===== src/sv/hmq_pkg.sv =====
// Shared constants and types for the heightmap height query block.
// No dependencies; imported by heightmap_height_query, hmq_locate and hmq_blend.
`timescale 1ns / 1ps

package hmq_pkg;

    localparam int COORD_W   = 32;  // Q16.16 coordinates and Q16.16 scale
    localparam int FRAC_W    = 16;  // in-cell fraction, Q0.16
    localparam int HEIGHT_W  = 16;  // Q8.8 heights on the ports
    localparam int CFG_IDX_W = 2;
    localparam int NUM_BANKS = 4;   // one bank per (row parity, column parity)

    localparam logic [CFG_IDX_W-1:0] REG_ORIGIN_X = 2'd0;
    localparam logic [CFG_IDX_W-1:0] REG_ORIGIN_Z = 2'd1;
    localparam logic [CFG_IDX_W-1:0] REG_INV_CELL = 2'd2;

    localparam logic MODE_QUERY = 1'b1;

    localparam logic [FRAC_W:0]    FRAC_ONE       = 17'h1_0000;
    localparam logic [COORD_W-1:0] INV_CELL_RESET = 32'h0001_0000;

    // Cell info that travels beside the bank read data into the blend stages
    typedef struct packed {
        logic              in_range;
        logic              col_odd;
        logic              row_odd;
        logic [FRAC_W-1:0] frac_x;
        logic [FRAC_W-1:0] frac_z;
    } blend_ctl_t;

endpackage


===== src/sv/hmq_locate.sv =====
// One axis of the query: origin subtract, then scale by the reciprocal cell size.
// Two register stages; depends on hmq_pkg.
`timescale 1ns / 1ps

module hmq_locate
    import hmq_pkg::*;
#(
    parameter int GRID_VERTICES = 256,
    parameter int HALF_W        = 7
) (
    input  logic                      clk,
    input  logic                      adv,
    input  logic signed [COORD_W-1:0] world,
    input  logic signed [COORD_W-1:0] origin,
    input  logic        [COORD_W-1:0] inv_cell,
    output logic        [HALF_W:0]    cell_idx,
    output logic        [FRAC_W-1:0]  frac,
    output logic                      in_grid
);

    localparam logic [COORD_W-1:0] CELL_LIMIT = COORD_W'(GRID_VERTICES - 1);

    logic signed [COORD_W:0]     t_reg, t_next;
    logic        [2*COORD_W-1:0] prod_reg, prod_next;
    logic                        neg_reg, neg_next;

    // A non-negative offset is below 2^32, so the low word is all the multiplier
    // needs. A negative offset is dropped unless the scale is zero, and then
    // the product is zero anyway.
    always_comb
    begin
        t_next    = (COORD_W+1)'(world) - (COORD_W+1)'(origin);
        prod_next = (2*COORD_W)'(t_reg[COORD_W-1:0]) * (2*COORD_W)'(inv_cell);
        neg_next  = t_reg[COORD_W] && (inv_cell != '0);
    end

    always_ff @(posedge clk)
    begin
        if (adv)
        begin
            t_reg    <= t_next;
            prod_reg <= prod_next;
            neg_reg  <= neg_next;
        end
    end

    assign cell_idx = prod_reg[COORD_W +: HALF_W+1];
    assign frac     = prod_reg[COORD_W-1 -: FRAC_W];
    assign in_grid  = !neg_reg && (prod_reg[2*COORD_W-1:COORD_W] < CELL_LIMIT);

endmodule


===== config.mk =====
export PLATFORM = sky130hd
export DESIGN_NAME = hmq_locate
export DESIGN_NICKNAME = d
export VERILOG_FILES = /design/src/sv/hmq_pkg.sv /design/src/sv/hmq_locate.sv
export SDC_FILE = /design/constraint.sdc
export NUM_CORES = 2
export LEC_CHECK = 0
export BUFFER_PORTS_ARGS = -buffer_cell sky130_fd_sc_hd__buf_2
export CAP_MARGIN = 20
export CORE_MARGIN = 1.5
export CORE_UTILIZATION = 30
export CTS_CLUSTER_SIZE = 16
export DETAILED_ROUTE_END_ITERATION = 8
export PLACE_DENSITY = 0.46
export SYNTH_ARGS = -nofsm -noshare
export SYNTH_HDL_FRONTEND = slang
export SYNTH_SLANG_ARGS = --single-unit

===== constraint.sdc =====
create_clock -name clk -period 7.05 [get_ports clk]
set_input_delay 1.0575 -clock clk [delete_from_list [all_inputs] [get_ports clk]]
set_output_delay 1.0575 -clock clk [all_outputs]
set_load 0.005 [all_outputs]

### After elaboration in Yosys (flattened, before gate mapping)

Index checks and enable logic that the tools add are counted.

* div/mod/pow operators: 0
* multipliers: 1
* add/sub/neg operators: 1
* bitwise gates (word level): 0
* $lt $le $gt $ge: 1
* mux-type cells: 0
* reduce and logical (&&, ||, !) cells: 4
* shift-type cells: 0
* equality and inequality tests: 0

Operators with widths (number)
* $mul 32x32->64: 1
* $sub 32x32->33: 1
* $lt 32x8->1 const B: 1
* $reduce_bool 32->1: 1
* $logic_and 1x1->1: 2
* $logic_not 1->1: 1

* flip-flop bits (word level): 98
* word-level logic and storage cells: 10
* input port bits: 98
* bits in writable memories: 0
* bits in latches: 0
* output and inout port bits: 25
* memories kept: 0
* memory bits (read-only): 0

### Longest topological paths before layout

* depth after elaboration: 2
* depth in mapped cells: 30
* gate-level depth less buffers: 28

### Worst setup path after synthesis

OpenSTA, ideal clock, no wires.

* path type: input to register
* from: input port inv_cell[9]
* to: register prod_reg[57] (data pin)
* arrival: 7.417 ns
* library setup time: 0.266 ns
* data required time: 6.784 ns
* stages on the path: 23
* slack: -0.634 ns
* cells stage by stage: clkbuf_1 -> and2_1 -> fa_1 -> fa_1 -> inv_1 -> fa_1 -> fa_1 -> inv_1 -> fa_1 -> fa_1 -> fa_1 -> inv_1 -> fa_1 -> inv_1 -> ha_1 -> a21o_1 -> a221o_1 -> a21oi_1 -> o221ai_1 -> a31oi_4 -> o41ai_2 -> o21a_1 -> xor2_1

* cells in the longest elaborated chain, start to end: 1

Ends and longest elaborated chain
* from (decl): line hmq_locate.sv:15 `input logic [COORD_W-1:0] inv_cell,`
* $mul 32x32->64: line hmq_locate.sv:33 `prod_next = (2*COORD_W)'(t_reg[COORD_W-1:0]) * (2*COORD_W)'(inv_cell);`
* via prod_next[57]: line hmq_locate.sv:24 `logic [2*COORD_W-1:0] prod_reg, prod_next;`
* to (signal assigned): line hmq_locate.sv:42 `prod_reg <= prod_next;`
* to (decl): line hmq_locate.sv:24

The timed path passes the listed nets, and every way through them passes these cells.
A chain may end at the register's enable or synchronous reset.

### Worst setup path after layout

* from: input port inv_cell[7]
* to: register prod_reg[43] (data pin)

Same word-level chain as after synthesis.

==> results.txt <==
The run finished, with violations left. The final reports fail on design-rule violations, negative setup slack. The die covers 0.127 mm2. The maximum fanout encountered on the critical timing path is 5.

For the sequential-to-total area share from yosys stat, the log shows 0.0656. For the worst path setup slack after routing, the log shows -0.650 ns. The congestion estimate from routability-driven global placement came to 0.851.

Tracing the worst setup path back leads to its startpoint at inv_cell[7]. The worst hold path belongs to the class flip-flop to flip-flop. Unique cell type count in the Yosys netlist: 71. The Yosys step of the flow raised 0 warnings. Number of slew-limit violations in the final report: 0. Across the whole layout, storage elements account for 0.00246 mm2. In this run the critical register-to-register path is launched from t_reg[12].

The maximum number of pins on one net before global-route repair is 68. The final layout contains 5,711 nets. At the pin with the least slew margin, the transition time is 1.06 ns.

The run gives 174 mm as the wire length of the first global-routing pass. The number of buffers inserted by port buffering came out at 122. The share of post-route cells with drive strength above 1 came out at 0.189. The initial antenna violation count was 5; the arrival time of the worst setup path was 7.83 ns.

TritonCTS built the clock tree. Setup repair after global routing could not meet its margin everywhere. The number of hold buffers added after CTS was 0. STA classifies the critical path startpoint as a primary input. The overall routing resource usage is 0.180. The library cells used most frequently in the layout, excluding fill and tap cells, are sky130_fd_sc_hd__inv_1 (938), sky130_fd_sc_hd__fa_1 (869), sky130_fd_sc_hd__and2_1 (600), sky130_fd_sc_hd__nand2_1 (439), sky130_fd_sc_hd__buf_4 (412).

The logs give 2 for the maximum clock insertion buffer count and 110 mm for the wire length reported by the detailed router. The die extent in y was 357 um; the number of fill cells in the layout was 12,797. The shortest clock period the worst path allows after layout is 7.70 ns, and the mean routed wirelength per cell is 18.2 um.

The tools report the root buffer cell as sky130_fd_sc_hd__clkbuf_16. Counting flops with a built-in enable in the synthesized netlist gives 82. The total area of multi-input combinational cells is 0.0316 mm2. The total overflow left after global routing is 0. By instance count, the cell type seen most on the critical path is sky130_fd_sc_hd__fa_1. After detailed routing, the number of remaining DRC violations is 18.

The detailed router placed 27,350 vias in this run. Core footprint: 0.124 mm2. In this run the most critical hold path is launched from t_reg[32]. STA puts the critical path data required time at 7.18 ns. The tools report the global-route track usage on met3 as 0.0153.

The post-detailed-placement half-perimeter wirelength is 95.4 mm, and the number of flip-flops in the largest register is 48. The critical path class is primary input to flip-flop. The delay of the slowest cell on the worst path works out to 0.55 ns. The clock drives 82 sinks.

The post-synthesis register bit count is 82. The synthesis-to-finish area growth came out at 21.2%. The maximum level of the CTS H-tree came out at 3. Clock-pin slew was measured on the worst setup and hold paths at 0.07 ns.

The number of setup violations in the final report is 39, and the headroom to the max-slew limit is 0.287. The maximum operating frequency came out at 0.130 GHz. In the synthesized netlist the dominant register cell turns out to be sky130_fd_sc_hd__edfxtp_1. The final hold violation count is 0. In this run the cell area of the synthesized design comes to 0.0375 mm2. Post-route fraction of the period consumed by the critical path: 1.09. For this design the top-level I/O count stands at 123.

Across the routed clock network, the largest skew measured is 0.0330 ns. The run gives 0.367 as the utilization of the core after routing. The run gives 9 as the number of CTS-inserted buffers. For the number of maximum-capacitance constraint violations, the log shows 0. The die extent in x is 357 um.

The run gives 0.331 as the routing usage on met2. The most frequent standard cell in the layout excluding fill and tap cells is sky130_fd_sc_hd__inv_1. The net count of the mapped netlist is 5,305. After technology mapping, the gate count stands at 4,019.

The global routing stage identified its most utilized layer as met2. The proportion of synthesized flip-flops having asynchronous set or reset is 0, and the initial standard-cell utilization of the core is 0.303. After floorplanning, the core was divided into 129 placement rows. Once detail routing completed, the nets flagged for antenna violations numbered 0. For this design, the slowest cell found on the critical path is sky130_fd_sc_hd__fa_1. After detailed routing, the number of vias per cell comes to 4.51.

For this run, the detailed router's first-pass iteration total came to 7. STA classifies the critical path endpoint as a flip-flop. Prior to clock tree synthesis, the placed netlist has a worst setup slack of -1.32 ns. The logs give 0.40 ns for the latest clock arrival within the worst-skew pair and 30,101 for the number of global-route vias before repair. The first routing iteration left 1,191 violations. Averaged over all synthesized cells, the footprint is 9.34 um2. Met1 capacity usage during global routing: 0.221.
Yosys cell counts, types with 3 or more instances:
cell type                   count  area, um2
sky130_fd_sc_hd__xnor2_1       55        482
sky130_fd_sc_hd__a221o_1        3       30.0
sky130_fd_sc_hd__nand2b_1       7       43.8
sky130_fd_sc_hd__nand3b_1       3       22.5
sky130_fd_sc_hd__and2_1       631       3950
sky130_fd_sc_hd__o21ai_0       30        150
sky130_fd_sc_hd__nor4_1        15       93.8
sky130_fd_sc_hd__o31ai_1        3       22.5
sky130_fd_sc_hd__nor3_1        13       65.1
sky130_fd_sc_hd__or3_1          3       18.8
sky130_fd_sc_hd__a21o_1        44        330
sky130_fd_sc_hd__fa_1         896      17900
sky130_fd_sc_hd__nand4_1       20        125
sky130_fd_sc_hd__nor3b_1        3       22.5
sky130_fd_sc_hd__nand2_1      446       1670
sky130_fd_sc_hd__o21bai_1      15        113
sky130_fd_sc_hd__inv_1        948       3560
sky130_fd_sc_hd__a31oi_1        8       50.1
sky130_fd_sc_hd__o2111ai_1      4       35.0
sky130_fd_sc_hd__and3_1        13       81.3
sky130_fd_sc_hd__nand3_1       15       75.1
sky130_fd_sc_hd__buf_4         24        180
sky130_fd_sc_hd__a21oi_1       84        420
sky130_fd_sc_hd__ha_1         292       3650
sky130_fd_sc_hd__nor2_1        50        188
sky130_fd_sc_hd__clkbuf_1     203        762
sky130_fd_sc_hd__xor2_1        22        193
sky130_fd_sc_hd__o21ai_1        6       30.0
sky130_fd_sc_hd__o21a_1        14        105
sky130_fd_sc_hd__o211ai_1       5       37.5
sky130_fd_sc_hd__or2_2          4       25.0
sky130_fd_sc_hd__nor2b_1        6       37.5
sky130_fd_sc_hd__edfxtp_1      82       2460
timing repair:
action                     CTS  global route
gates cloned                 6             0
setup buffers               27            17
resized for setup          167            95
setup endpoints to repair   42            45
pin swaps                  113            92
stage by stage:
step / setup TNS (ns) / hold WS [ns] / area, um2 / cells
CTS: -17.14 / 0.771 / 45000 / 6054
global route: -23.80 / 0.746 / 45500 / 6069
finish: -17.44 / 0.719 / 45500 / 6070
global placement: -45.85 / 0.728 / 43600 / 6010
floorplan: -7.50 / 0.503 / 38000 / 4019
detailed placement: -46.68 / 0.747 / 43600 / 6010
final cells by class:
cell class / count / area share
flip-flops and latches: 82 / 0.0541
diodes: 3 / 0.000165
inverters: 948 / 0.0782
multi-input cells: 2760 / 0.694
repair buffers: 624 / 0.122
clock buffers: 10 / 0.00503
clock inverters: 6 / 0.00160
well taps: 1637 / 0.0450
worst max-delay path: cells and delay by family:
kind | cells | cell delay [ns]
simple gates | 1 | 0.15
xor+xnor | 1 | 0.13
buf+inv | 10 | 0.96
fa+ha+maj | 9 | 4.14
compound gates | 8 | 1.36
worst paths after layout:
path / to / slack (ns) / cells after the start
max reg2reg: prod_reg[61] / -0.43 / 23
min reg2reg: neg_reg / 0.72 / 1
min: neg_reg / 0.72 / 1
max: prod_reg[43] / -0.65 / 29
per-layer routing:
layer | up-vias | wire length (um)
li1 | 12608 | -
met1 | 14235 | 45300
met2 | 387 | 58200
met3 | 116 | 2730
met4 | 4 | 4030
met5 | - | 21
cells by family after synthesis:
logic type / after synthesis / synth area share
muxes: 1 / 0.000267
DFF: 82 / 0.0656
xor gates and xnor gates: 77 / 0.0180
adders and majority gates: 1188 / 0.575
and+or+nand+nor: 1236 / 0.173
AOI/OAI and AO/OA: 258 / 0.0480
buffers and inverters: 1177 / 0.120
Power is left out: the tool's default activity adds up to more than one toggle a clock period on the data nets, which glitch-free logic cannot reach.
