[src/sv/hmq_pkg.sv]
// Shared constants and types for the heightmap height query block.
// No dependencies; imported by heightmap_height_query, hmq_locate and hmq_blend.
`timescale 1ns / 1ps

package hmq_pkg;

    localparam int COORD_W   = 32;  // Q16.16 coordinates and Q16.16 scale
    localparam int FRAC_W    = 16;  // in-cell fraction, Q0.16
    localparam int HEIGHT_W  = 16;  // Q8.8 heights on the ports
    localparam int CFG_IDX_W = 2;
    localparam int NUM_BANKS = 4;   // one bank per (row parity, column parity)

    localparam logic [CFG_IDX_W-1:0] REG_ORIGIN_X = 2'd0;
    localparam logic [CFG_IDX_W-1:0] REG_ORIGIN_Z = 2'd1;
    localparam logic [CFG_IDX_W-1:0] REG_INV_CELL = 2'd2;

    localparam logic MODE_QUERY = 1'b1;

    localparam logic [FRAC_W:0]    FRAC_ONE       = 17'h1_0000;
    localparam logic [COORD_W-1:0] INV_CELL_RESET = 32'h0001_0000;

    // Cell info that travels beside the bank read data into the blend stages
    typedef struct packed {
        logic              in_range;
        logic              col_odd;
        logic              row_odd;
        logic [FRAC_W-1:0] frac_x;
        logic [FRAC_W-1:0] frac_z;
    } blend_ctl_t;

endpackage

[src/sv/hmq_blend.sv]
// Triangle blend: corner pick, weights and three products, then sum and Q8.8 floor.
// Two register stages; depends on hmq_pkg.
`timescale 1ns / 1ps

module hmq_blend
    import hmq_pkg::*;
#(
    parameter int STORE_W = 16
) (
    input  logic                       clk,
    input  logic                       adv,
    input  blend_ctl_t                 ctl,
    input  logic        [STORE_W-1:0]  bank_rdata [NUM_BANKS],
    output logic signed [HEIGHT_W-1:0] height,
    output logic                       in_range
);

    localparam int PROD_W = STORE_W + FRAC_W + 2;
    localparam int ACC_W  = 2*HEIGHT_W + 4;

    logic [FRAC_W:0]           fsum;
    logic                      lower;
    logic [FRAC_W:0]           w_near, w_col, w_row;
    logic signed [STORE_W-1:0] h00, h10, h01, h11, h_near;
    logic signed [PROD_W-1:0]  pa_next, pb_next, pc_next;
    logic signed [PROD_W-1:0]  pa_reg, pb_reg, pc_reg;
    logic                      rng4_reg;
    logic signed [ACC_W-1:0]   acc;
    logic signed [HEIGHT_W-1:0] height_reg, height_next;
    logic                      rng5_reg;

    // Banks are indexed {row parity, column parity}; map them back to corners.
    always_comb
    begin
        h00 = bank_rdata[{ctl.row_odd, ctl.col_odd}];
        h10 = bank_rdata[{ctl.row_odd, !ctl.col_odd}];
        h01 = bank_rdata[{!ctl.row_odd, ctl.col_odd}];
        h11 = bank_rdata[{!ctl.row_odd, !ctl.col_odd}];

        fsum  = {1'b0, ctl.frac_x} + {1'b0, ctl.frac_z};
        lower = (fsum <= FRAC_ONE);

        // h10 and h01 appear in both triangles; the third corner is h00 or h11
        if (lower)
        begin
            h_near = h00;
            w_near = FRAC_ONE - fsum;
            w_col  = {1'b0, ctl.frac_x};
            w_row  = {1'b0, ctl.frac_z};
        end
        else
        begin
            h_near = h11;
            w_near = fsum - FRAC_ONE;
            w_col  = FRAC_ONE - {1'b0, ctl.frac_z};
            w_row  = FRAC_ONE - {1'b0, ctl.frac_x};
        end

        pa_next = h_near * $signed({1'b0, w_near});
        pb_next = h10 * $signed({1'b0, w_col});
        pc_next = h01 * $signed({1'b0, w_row});
    end

    always_comb
    begin
        acc = ACC_W'(pa_reg) + ACC_W'(pb_reg) + ACC_W'(pc_reg);
        // arithmetic shift by 16 is the floor back to Q8.8
        height_next = rng4_reg ? acc[FRAC_W +: HEIGHT_W] : '0;
    end

    always_ff @(posedge clk)
    begin
        if (adv)
        begin
            pa_reg     <= pa_next;
            pb_reg     <= pb_next;
            pc_reg     <= pc_next;
            rng4_reg   <= ctl.in_range;
            height_reg <= height_next;
            rng5_reg   <= rng4_reg;
        end
    end

    assign height   = height_reg;
    assign in_range = rng5_reg;

endmodule
[config.mk]
export PLATFORM = sky130hd
export DESIGN_NAME = hmq_blend
export DESIGN_NICKNAME = d
export VERILOG_FILES = /design/src/sv/hmq_pkg.sv /design/src/sv/hmq_blend.sv
export SDC_FILE = /design/constraint.sdc
export NUM_CORES = 2
export LEC_CHECK = 0
export BUFFER_PORTS_ARGS = -buffer_cell sky130_fd_sc_hd__buf_2
export CORE_UTILIZATION = 70
export CTS_BUF_LIST = sky130_fd_sc_hd__clkbuf_16
export DETAILED_ROUTE_END_ITERATION = 16
export PLACE_DENSITY = 0.88
export REMOVE_ABC_BUFFERS = 1
export SYNTH_ARGS = -nofsm -noshare
export SYNTH_HDL_FRONTEND = slang
export SYNTH_SLANG_ARGS = --single-unit
[constraint.sdc]
create_clock -name clk -period 28.8 [get_ports clk]
set_clock_uncertainty 0.1 [all_clocks]
set_input_delay 4.32 -clock clk [delete_from_list [all_inputs] [get_ports clk]]
set_output_delay 4.32 -clock clk [all_outputs]
set_load 0.05 [all_outputs]
# Word level (Yosys, flattened, before mapping)
# Index checks and enable logic that the tools add are counted.
[totals]
input_bits = 101
reg_bits = 114
elab_cells = 43
[op_classes]
multipliers = 3
n_reduce_logical = 2
bitwise_logic = 4
mux = 16
order_cmp = 5
n_addsub = 7
[ops]
columns = ["operator", "n"]
rows = [
  ["two-way mux 16 bit", 9],
  ["binary-select mux 16 bit (select 2 bit)", 4],
  ["multiplier 16 x 18 -> 32 bit", 3],
  ["adder 32 bit", 2],
  ["two-way mux 17 bit", 3],
  ["subtractor 17 x 16 -> 17 bit (first input constant)", 2],
  ["adder 16 x 16 -> 17 bit", 1],
  ["<= comparator 17 bit (second input constant)", 1],
  ["subtractor 17 bit (first input constant)", 1],
  ["subtractor 17 bit (second input constant)", 1],
  ["greater-or-equal comparator 3 bit (second input constant)", 4],
  ["NOT 2 -> 3 bit", 4],
  ["zero test 1 bit", 2],
]

# Longest topological paths before layout
[logic_depth]
ltp_word = 7
depth_mapped = 40

# Worst setup path before layout
# No wires, ideal clock.
[synth_timing]
path_type = "input port to flip-flop"
start = "input ctl[0] (netlist bit)"
end = "register pa_reg[31] (data pin)"
t_arrival_ns = 12.917
path_buffers = 4
setup_ns = 0.268
setup_slack_ns = 15.515
path_stages = 38
path_cell_list = "ha_1 > inv_1 > fa_1 > nand2b_1 > a211o_1 > a211o_1 > and4_4 > xnor2_2 > and4_1 > buf_2 > a31o_1 > buf_6 > buf_6 > buf_6 > nand2_1 > o21a_1 > nor2_1 > fa_1 > (+2 left out) > inv_1 > fa_1 > inv_1 > fa_1 > fa_1 > fa_1 > inv_1 > ha_1 > a21o_1 > a21o_1 > a221o_1 > a21oi_1 > a21boi_0 > a31oi_1 > o21ai_0 > a21o_1 > a21oi_1 > xnor3_1"
[synth_via]
elab_chain_cells = 4
word_cells_on_any_way = 7
classes_between = "3 x add/sub; 1 x mul; 1 x order compare; 2 x mux"
[synth_rtl]
columns = ["item", "line", "source"]
rows = [
  ["from (decl)", "hmq_blend.sv:12", "input blend_ctl_t ctl,"],
  ["adder 16 x 16 -> 17 bit *", "hmq_blend.sv:40", "fsum = {1'b0, ctl.frac_x} + {1'b0, ctl.frac_z};"],
  ["subtractor 17 bit (tied with other cells)", "hmq_blend.sv:54", "w_near = fsum - FRAC_ONE;"],
  ["two-way mux 17 bit or two-way mux 16 bit (tied branches)", "hmq_blend.sv:44", "if (lower)"],
  ["multiplier 16 x 18 -> 32 bit *", "hmq_blend.sv:59", "pa_next = h_near * $signed({1'b0, w_near});"],
  ["net pa_next[31]", "hmq_blend.sv:25", "logic signed [PROD_W-1:0] pa_next, pb_next, pc_next;"],
  ["to (signal assigned)", "hmq_blend.sv:75", "pa_reg <= pa_next;"],
  ["to (decl)", "hmq_blend.sv:26", "logic signed [PROD_W-1:0] pa_reg, pb_reg, pc_reg;"],
]
# The timed path passes the listed nets; every way through them passes the cells marked *.
# A chain may end at the register's enable or synchronous reset.

# Worst setup path in the final report
[layout_timing]
start = "input ctl[0] (netlist bit)"
end = "register pc_reg[31] (data pin)"
[layout_via]
elab_chain_cells = 4
[layout_rtl]
columns = ["item", "line", "source"]
rows = [
  ["adder 16 x 16 -> 17 bit", "hmq_blend.sv:40", ""],
  ["<= comparator 17 bit", "hmq_blend.sv:41", "lower = (fsum <= FRAC_ONE);"],
  ["two-way mux 17 bit *", "hmq_blend.sv:44", ""],
  ["multiplier 16 x 18 -> 32 bit *", "hmq_blend.sv:61", "pc_next = h01 * $signed({1'b0, w_row});"],
  ["net pc_next[31]", "hmq_blend.sv:25", ""],
  ["to (signal assigned)", "hmq_blend.sv:77", "pc_reg <= pc_next;"],
  ["to (decl)", "hmq_blend.sv:26", ""],
]
# Marks and branches as above.

==> results.sh <==
export IMPL_status="finished, final reports clean"
export IMPL_cp_startpoint="ctl[0]"
export IMPL_worst_pin_slew_ns=1.26
export IMPL_fin_crit_ns=15.82
export IMPL_cts_sinks=114
export IMPL_layout_common_cells="inv_1, fa_1, nand2_1"
export IMPL_grt_max_degree=98
export IMPL_worstSetupEndpointType="flip-flop"
export IMPL_postLayoutCoreUtil_pct=74.3
export IMPL_drc=0
export IMPL_synth_cell_type_count=90
export IMPL_grt_pass1_wl_um=165000
export IMPL_synth_seq_cells=114
export IMPL_start_kind="primary input"
export IMPL_cts_tree="done"
export IMPL_clk_latency_ns=0.50
export IMPL_start_util_pct=70.8
export IMPL_hold_path_class="flip-flop to flip-flop"
export IMPL_yosysSeqAreaShare_pct=9.45
export IMPL_synth_top_flop_cell="edfxtp_1"
export IMPL_rows=83
export IMPL_die_area_sq_mm=0.0527
export IMPL_grt_pass1_vias=30100
export IMPL_dieHeight_um=229
export IMPL_core_sq_mm=0.0512
export IMPL_place_congestion=1.01
export IMPL_drtIter0Drc=3026
export IMPL_fmax_mhz=63.2
export IMPL_reg2reg_from="pa_reg[3]"
export IMPL_arrival_ns=15.96
export IMPL_synthArstFlopShare_pct=0
export IMPL_grt_overflow=0
export IMPL_synthToLayoutAreaGrowth_pct=5.04
export IMPL_syn_area_per_cell_sq_um=9.20
export IMPL_first_pass_iters=9
export IMPL_crit_end="pc_reg[31]"
export IMPL_r2r_slack_ns=24.62
export IMPL_synthCells=3940
export IMPL_antenna_found_initial=16
export IMPL_maxCapViolations=0
export IMPL_path_max_fanout=44
export IMPL_hold_violations=0
export IMPL_ys_warn_count=0
export IMPL_setup_tns_ns=0
export IMPL_antenna_left=0
export IMPL_cts_reportedPaths_clkPinSlew_ns=0.06
export IMPL_critPathSlowestCell="mux2i_2"
export IMPL_ff2ff_path_depth=14
export IMPL_rsz0062_at_grt="false"
export IMPL_drive_above_1_share_pct=9.56
export IMPL_setup_viol=0
export IMPL_maxSlewHeadroom_pct=15.8
export IMPL_fin_cells=4723
export IMPL_io_buffers=117
export IMPL_grt_usage_pct=41.8
export IMPL_holdBufCountCts=0
export IMPL_r2r_end="height[11]"
export IMPL_dp_cells=4675
export IMPL_final_common_cell="inv_1"
export IMPL_io_pins=118
export IMPL_die_w_um=229
export IMPL_syn_cell_area_sq_mm=0.0362
export IMPL_cts_resized=0
export IMPL_synth_enable_flop_cells=114
export IMPL_critPathKind="primary input to flip-flop"
export IMPL_drt_vias_per_instance=6.11
export IMPL_dp_hpwl_um=86500
export IMPL_num_vias=28900
export IMPL_nets=5158
export IMPL_routedWlPerCell_um=22.2
export IMPL_routed_wl_um=105000
export IMPL_cts_made_buffers=17
export IMPL_htree_levels=4
export IMPL_cts_root_buf="clkbuf_16"
export IMPL_crit_top_cell="fa_1"
export IMPL_cpPeakStageDelay_ns=0.88
export IMPL_post_cts_buffers=0
export IMPL_required_ns=28.93
export IMPL_fin_crit_sh_pct=54.9
export IMPL_cts_buffer_depth=2
export IMPL_slew_violations=0
-- cell families after synthesis --
family	share of synthesized area (%)
AOI/OAI and AO/OA	7.00
muxes	5.34
buffers and inverters	9.60
and+or+nand+nor	14.8
DFF	9.45
adders and majority gates	49.6
xor gates and xnor gates	4.25
-- synthesized netlist by cell type, drive strengths merged, types with 6 or more instances --
cell type	instances	area [sq um]
edfxtp	114	3420
nor2b	19	119
clkbuf	40	150
xnor2	107	1010
nand3b	12	90.1
xor2	57	507
and3	14	87.6
mux4	6	135
nand2b	47	294
a211oi	18	165
nand4	8	50.1
a21o	46	345
and2	63	397
nor3	34	185
nand3	34	185
mux2i	67	987
buf	56	359
o21a	29	218
a21oi	113	577
mux2	66	811
or3	12	75.1
fa	655	13100
a31oi	11	105
o311ai	7	61.3
ha	388	4850
or2	27	169
inv	789	2960
nor2	456	1780
o21bai	12	90.1
o211ai	7	52.6
o21ai	98	521
nand2	459	1730
-- stage by stage --
stage | setup slack [ns] | hold WS [ns] | cell area, sq um
6_report | 12.98 | 0.792 | 38100
3_3_place_gp | 12.84 | 0.768 | 37400
3_5_place_dp | 12.63 | 0.777 | 37400
4_1_cts | 13.12 | 0.800 | 38000
5_1_grt | 12.44 | 0.853 | 38100
2_1_floorplan | 11.02 | 0.560 | 35700
-- routing by layer --
metal / up-vias / wire length [um] / global-route usage, %
met1: 14000 / 37000 / 51.8
met3: 472 / 12600 / 11.1
met5: - / 23 / 0
met4: 4 / 9440 / 31.1
li1: 12500 / - / -
met2: 1883 / 46000 / 63.1
-- area by class of cell --
cell class                      count  area, sq um
Antenna cell                       16         40.0
Clock buffer                       17          425
Timing Repair Buffer              151          848
Sequential cell                   114         3420
Clock inverter                     15          160
Multi-Input combinational cell   2939        29300
Inverter                          791         2970
Tap cell                          680          851
Fill cell                        3642        13100
-- worst max-delay path, delay by kind of cell --
kind	cells	cell delay (ns)
AND/OR/NAND/NOR	6	0.92
adder cells (fa/ha/maj)	9	4.01
AO/OA/AOI/OAI	9	3.49
multiplexers	1	0.88
XOR/XNOR	2	0.37
buffers and inverters	8	1.92
-- worst min-delay path by stage --
stage                           from    endpoint  slack (ns)  cells after the start
after floorplan             rng4_reg    in_range        0.56                      0
after global placement    pb_reg[31]  height[15]        0.77                      4
after detailed placement  pa_reg[31]  height[15]        0.78                      4
after CTS                 pb_reg[31]  height[15]        0.80                      4
after global routing      pb_reg[31]  height[15]        0.85                      4
final                     pb_reg[31]  height[15]        0.79                      4
Power is not shown: default switching activity piles up to over one toggle a cycle in this logic, so the estimate is an artifact.
